==> config.mk <==
export PLATFORM = sky130hd
export DESIGN_NAME = bomsc_sqrt_pipe
export DESIGN_NICKNAME = d
export VERILOG_FILES = /design/src/hw/rtl/bomsc_pkg.sv /design/src/hw/rtl/bomsc_sqrt_pipe.sv
export SDC_FILE = /design/constraint.sdc
export NUM_CORES = 2
export LEC_CHECK = 0
export BUFFER_PORTS_ARGS = -buffer_cell sky130_fd_sc_hd__clkbuf_2
export CORE_MARGIN = 4
export CORE_UTILIZATION = 35
export DETAILED_ROUTE_END_ITERATION = 10
export MAX_ROUTING_LAYER = met4
export PLACE_DENSITY_LB_ADDON = 0.05
export SYNTH_ARGS = -nofsm -noshare
export SYNTH_HDL_FRONTEND = slang
export SYNTH_SLANG_ARGS = --single-unit
export TNS_END_PERCENT = 30
==> constraint.sdc <==
create_clock -name clk -period 3.8 [get_ports clk]
set_input_delay 0.19 -clock clk [delete_from_list [all_inputs] [get_ports clk]]
set_output_delay 0.19 -clock clk [all_outputs]
set_load 0.005 [all_outputs]
==> src/hw/rtl/bomsc_pkg.sv <==
// Shared constants for the box overlap match score core.
// No dependencies; imported by every module of the block.
package bomsc_pkg;

    localparam int COORD_BITS_DEF      = 12;
    localparam int SCORE_FRAC_BITS_DEF = 16;
    localparam int DIST_FRAC_BITS      = 8;
    localparam int SCORE_BITS          = 23;
    localparam int SCALE               = 100;
    localparam int SCALE_BITS          = 7;

endpackage

==> src/hw/rtl/bomsc_sqrt_pipe.sv <==
// Pipelined integer square root, one result bit per register stage.
// Carries a sideband word alongside; uses bomsc_pkg.
module bomsc_sqrt_pipe #(
    parameter int RW     = 43,
    parameter int SIDE_W = 8
) (
    input  logic                            clk,
    input  logic                            rst_n,
    input  logic                            adv,
    input  logic                            in_vld,
    input  logic [RW-1:0]                   radicand,
    input  logic [SIDE_W-1:0]               side_in,
    output logic                            out_vld,
    output logic [(RW + (RW % 2)) / 2 - 1:0] root,
    output logic [SIDE_W-1:0]               side_out
);
    import bomsc_pkg::*;

    localparam int RWE = RW + (RW % 2);
    localparam int SB  = RWE / 2;
    localparam int RMW = SB + 2;

    logic [RWE-1:0]    p_rad  [SB+1];
    logic [SB-1:0]     p_root [SB+1];
    logic [RMW-1:0]    p_rem  [SB+1];
    logic              p_vld  [SB+1];
    logic [SIDE_W-1:0] p_side [SB+1];

    assign p_rad[0]  = RWE'(radicand);
    assign p_root[0] = '0;
    assign p_rem[0]  = '0;
    assign p_vld[0]  = in_vld;
    assign p_side[0] = side_in;

    genvar i;
    generate
        for (i = 0; i < SB; i++) begin : g_stage
            logic [RWE-1:0]    rad_reg;
            logic [SB-1:0]     root_reg;
            logic [RMW-1:0]    rem_reg;
            logic              vld_reg;
            logic [SIDE_W-1:0] side_reg;
            logic [RMW-1:0]    rem_sh;
            logic [RMW-1:0]    trial;
            logic [RMW-1:0]    rem_next;
            logic [SB-1:0]     root_next;

            always_comb
            begin
                rem_sh = {p_rem[i][RMW-3:0], p_rad[i][RWE-1:RWE-2]};
                trial  = {p_root[i], 2'b01};
                if (rem_sh >= trial)
                begin
                    rem_next  = rem_sh - trial;
                    root_next = {p_root[i][SB-2:0], 1'b1};
                end
                else
                begin
                    rem_next  = rem_sh;
                    root_next = {p_root[i][SB-2:0], 1'b0};
                end
            end

            always_ff @(posedge clk or negedge rst_n)
            begin
                if (!rst_n)
                    vld_reg <= 1'b0;
                else if (adv)
                    vld_reg <= p_vld[i];
            end

            always_ff @(posedge clk)
            begin
                if (adv)
                begin
                    rad_reg  <= {p_rad[i][RWE-3:0], 2'b00};
                    root_reg <= root_next;
                    rem_reg  <= rem_next;
                    side_reg <= p_side[i];
                end
            end

            assign p_rad[i+1]  = rad_reg;
            assign p_root[i+1] = root_reg;
            assign p_rem[i+1]  = rem_reg;
            assign p_vld[i+1]  = vld_reg;
            assign p_side[i+1] = side_reg;
        end
    endgenerate

    assign out_vld  = p_vld[SB];
    assign root     = p_root[SB];
    assign side_out = p_side[SB];

endmodule

==> flow_metrics.py <==
metrics = {
    "floorplan": {
        "dieArea_um2": 173000,
        "num_io_pins": 86,
        "area_of_the_core_region_um2": 165000,
        "die_h_um": 416,
        "starting_utilization_of_the_core_area_pct": 35.2,
        "std_cell_rows": 149,
        "fp.dieW_um": 416,
    },
    "sta": {
        "fmax_mhz": 282,
        "timing.hold.ws_ns": 0.129,
        "finalSetupViolCount": 0,
        "max-slew-margin-rel_pct": 34.2,
        "post-route-min-period_ns": 3.55,
        "slew_violations": 0,
        "grt_setup_unrepaired": "no",
        "final_worst_clock_skew_ns": 0.0200,
        "worst_slew_pin_slew_ns": 0.984,
        "setup_tns_ns": 0,
        "min_period_over_period_pct": 93.3,
        "hold_viol_final": 0,
    },
    "power_and_ir_drop": {
        "vdd_drop_max_mv": 0.472,
        "p_sw_mw": 10.4,
        "p_sw_share_pct": 25.9,
        "pwr-share-comb_pct": 16.6,
        "lkg_pwr_nw": 25.5,
        "total_power_density_per_cell_area_nw_per_um2": 595,
        "pwr-share-seq_pct": 48.2,
        "p_int_mw": 29.7,
        "clock_power_share_pct": 35.2,
    },
    "logic_synthesis": {
        "yosys-top-cells-area": "sky130_fd_sc_hd__edfxtp_1, sky130_fd_sc_hd__ha_1, sky130_fd_sc_hd__xnor2_1, sky130_fd_sc_hd__xor2_1, sky130_fd_sc_hd__a21oi_1",
        "synth_common_cells": "sky130_fd_sc_hd__edfxtp_1, sky130_fd_sc_hd__inv_1, sky130_fd_sc_hd__ha_1, sky130_fd_sc_hd__a21oi_1, sky130_fd_sc_hd__nor2_1",
        "yosys.cell_types.count": 74,
        "synth_ff_type": "sky130_fd_sc_hd__edfxtp_1",
        "synth_sequential_area_ratio_pct": 68.6,
        "synth.net_count": 4489,
        "synth-edff-count": 1311,
        "postSynthCellCount": 4159,
        "syn_area_per_cell_um2": 14.0,
        "yosys.area.top_type_share_pct": 67.7,
        "ffs_latches_synth": 1333,
        "total_standard_cell_area_after_synthesis_um2": 58200,
        "synth_top_cell_by_area": "sky130_fd_sc_hd__edfxtp_1",
        "synthMostInstantiatedCell": "sky130_fd_sc_hd__edfxtp_1",
        "yosys_warnings": 0,
        "ys_async_sr_fraction_pct": 1.65,
    },
    "setup_path": {
        "critPathMostFrequentCell": "sky130_fd_sc_hd__or4_4",
        "crit_path_max_fanout": 8,
        "worst_path_max_stage_delay_ns": 0.58,
        "critical_path.startpoint_type": "flop",
        "worst_ep_required_time_ns": 4.30,
        "critical_path.reg2reg.startpoint": "g_stage[4].rem_reg[8]",
        "cp_cell_sequence": "or4_4 > or4_4 > or3_4 > or3_4 > or4_4 > o211ai_4 > nor4_1 > xor2_1",
        "critical_r2r_capture": "g_stage[5].rem_reg[11]",
        "crit_buf_inv": 0,
        "critPathCaptureType": "flop",
        "critical_path.slowest_cell": "sky130_fd_sc_hd__or4_4",
        "timing.critical_path.arrival_ns": 4.04,
        "rr_worst_depth": 8,
        "reg2reg_setup_slack_ns": 0.25,
        "critPathTopFamily": "simple AND/OR/NAND/NOR gates",
        "setup_crit_path_kind": "flop to flop",
    },
    "drt": {
        "wl_per_cell_um": 15.5,
        "vias_per_cell": 4.66,
        "antenna_left": 0,
        "drtIter0Drc": 1458,
        "wl_mm": 105,
        "drt-pass1-iter-count": 6,
        "num_vias": 31600,
        "drcViolationCount": 0,
    },
    "clock_network": {
        "clock_tree_from_tritoncts": "built",
        "cts_hold_buffers": 55,
        "postCtsResizedCells": 0,
        "clkSlewWorstSetupHoldPaths_ns": 0.06,
        "clk_root_buffer_cell": "sky130_fd_sc_hd__clkbuf_16",
        "cts-buffers-inserted": 156,
        "clock-sinks": 1333,
        "cts_setup_buffers": 0,
        "clk-insertion-delay-late_ns": 0.78,
        "cts_max_path_buffers": 3,
        "clock_tree.htree_level_count": 4,
    },
    "final_layout": {
        "largest_register_ff_count": 462,
        "antenna-diode-count": 0,
        "final_layout_size_suffix_gt1_share_pct": 10.4,
        "area_growth_pct": 15.6,
        "finish.net_count": 4796,
    },
    "global_routing": {
        "grt_antenna_before_repair": 0,
        "number_of_global_route_vias_before_repair": 32100,
        "grt_start_max_net_pins": 131,
        "groute.usage.overall_pct": 12.5,
        "grt_overflow": 0,
        "grt_first_pass_wirelength_mm": 170,
    },
    "placed_design": {
        "io_buffers": 85,
        "estimated_wirelength_of_the_detail_placed_design_mm": 70.3,
        "routabilityCongestion": 0.832,
    },
    "flow_run": {
        "max-cap-violations": 0,
    },
    "hold_path": {
        "hold_path.class": "primary input to flop",
        "min_path_cells": 2,
        "timing.hold.worst.start": "radicand[20]",
        "timing.hold.worst_endpoint": "g_stage[0].rad_reg[22]",
    },
    "run_status": {
        "status": "finished, final reports clean",
    },
}
-- power groups by stage --
stage,Combinational [mW],Sequential (mW),Clock (mW)
2_1_floorplan,4.94,19.2,0
3_3_place_gp,6.65,19.6,0
3_5_place_dp,6.65,19.6,0
4_1_cts,6.75,19.3,14.8
5_1_grt,7.55,19.5,15.4
6_report,6.67,19.3,14.1
-- worst max-delay path by stage --
stage / start / endpoint / slack (ns) / cells past startpoint
final: g_stage[4].rem_reg[8] / g_stage[5].rem_reg[11] / 0.25 / 8
after global routing: g_stage[4].rem_reg[8] / g_stage[5].rem_reg[11] / 0.15 / 8
after CTS: g_stage[4].rem_reg[6] / g_stage[5].rem_reg[11] / 0.23 / 8
after detailed placement: g_stage[4].rem_reg[8] / g_stage[5].rem_reg[11] / 0.25 / 8
after global placement: g_stage[4].rem_reg[6] / g_stage[5].rem_reg[11] / 0.27 / 8
after floorplan: g_stage[4].rem_reg[8] / g_stage[5].rem_reg[6] / 0.45 / 8
-- kinds of logic (layout without fill, tap and decap cells) --
group           count (synthesis)  in the layout  synth area share (%)
other cells                     1              1               0.00644
fa+ha+maj                     275            275                  5.91
xor+xnor                      322            322                  4.85
flops                        1333           1333                  68.6
mux                            87             87                  1.66
buf+inv                       406            841                  2.63
compound gates                791            791                  8.35
simple gates                  944            944                  7.99
-- per-layer routing --
layer | GRT usage (%) | up-vias | wire length, um
met5 | - | - | 0
met2 | 19.6 | 436 | 48700
li1 | - | 16100 | -
met1 | 15.7 | 14900 | 48600
met4 | 5.30 | 0 | 3810
met3 | 2.56 | 238 | 3710
-- placed cells by master, fill, tap and decap left out, types with 12 or more instances in the layout --
master / synthesis / layout
sky130_fd_sc_hd__a21o_1: 78 / 78
sky130_fd_sc_hd__o21a_1: 51 / 51
sky130_fd_sc_hd__nand4_1: 36 / 36
sky130_fd_sc_hd__a211oi_1: 22 / 22
sky130_fd_sc_hd__ha_1: 275 / 275
sky130_fd_sc_hd__o211ai_1: 19 / 19
sky130_fd_sc_hd__nand2_1: 242 / 242
sky130_fd_sc_hd__a21oi_1: 264 / 264
sky130_fd_sc_hd__nand3_1: 52 / 52
sky130_fd_sc_hd__dlygate4sd3_1: 0 / 55
sky130_fd_sc_hd__or2_2: 16 / 16
sky130_fd_sc_hd__nor3_1: 92 / 92
sky130_fd_sc_hd__nor2_1: 261 / 261
sky130_fd_sc_hd__buf_12: 0 / 16
sky130_fd_sc_hd__mux2_2: 76 / 76
sky130_fd_sc_hd__inv_1: 350 / 350
sky130_fd_sc_hd__or3_1: 35 / 35
sky130_fd_sc_hd__nor2b_1: 34 / 34
sky130_fd_sc_hd__a21boi_0: 13 / 13
sky130_fd_sc_hd__clkinv_1: 0 / 27
sky130_fd_sc_hd__o21ai_0: 204 / 204
sky130_fd_sc_hd__dfrtp_1: 22 / 22
sky130_fd_sc_hd__o21bai_1: 15 / 15
sky130_fd_sc_hd__clkbuf_16: 0 / 160
sky130_fd_sc_hd__nor4_1: 31 / 31
sky130_fd_sc_hd__clkinv_2: 0 / 21
sky130_fd_sc_hd__xor2_1: 151 / 151
sky130_fd_sc_hd__or4_1: 14 / 14
sky130_fd_sc_hd__nor3b_1: 13 / 12
sky130_fd_sc_hd__o31ai_1: 26 / 25
sky130_fd_sc_hd__edfxtp_1: 1311 / 1311
sky130_fd_sc_hd__xnor2_1: 171 / 171
sky130_fd_sc_hd__a31oi_1: 21 / 20
sky130_fd_sc_hd__a211o_1: 12 / 12
sky130_fd_sc_hd__buf_4: 0 / 50
sky130_fd_sc_hd__nand2b_1: 44 / 44
sky130_fd_sc_hd__clkbuf_1: 52 / 49
sky130_fd_sc_hd__clkbuf_2: 0 / 84
-- per-stage QoR --
stage          instances  setup WS, ns  util, %  total power, mW  instance area [um2]
3_3_place_gp        6442         0.265     37.5             26.3                61900
2_1_floorplan       4159         0.447        -             24.2                58200
4_1_cts             6783         0.231     40.7             40.9                67300
6_report            6783         0.254     40.7             40.0                67300
5_1_grt             6783         0.146     40.7             42.5                67300
3_5_place_dp        6442         0.246     37.5             26.2                61900
-- layout make-up --
type	count	area, um2
clock buffers	212	4230
clock inverters	74	621
fillers	15300	97900
inverters	350	1310
multi-input cells	2420	16800
flip-flops and latches	1333	39900
well taps	2189	2740
repair buffers	205	1670
-- worst reg2reg max path, cell delays in order, from the launching register on --
cell	delay (ns)
sky130_fd_sc_hd__edfxtp_1	0.43
sky130_fd_sc_hd__or4_4	0.58
sky130_fd_sc_hd__or4_4	0.44
sky130_fd_sc_hd__or3_4	0.35
sky130_fd_sc_hd__or3_4	0.36
sky130_fd_sc_hd__or4_4	0.53
sky130_fd_sc_hd__o211ai_4	0.33
sky130_fd_sc_hd__nor4_1	0.10
sky130_fd_sc_hd__xor2_1	0.16
(Power assumes the default switching activity.)
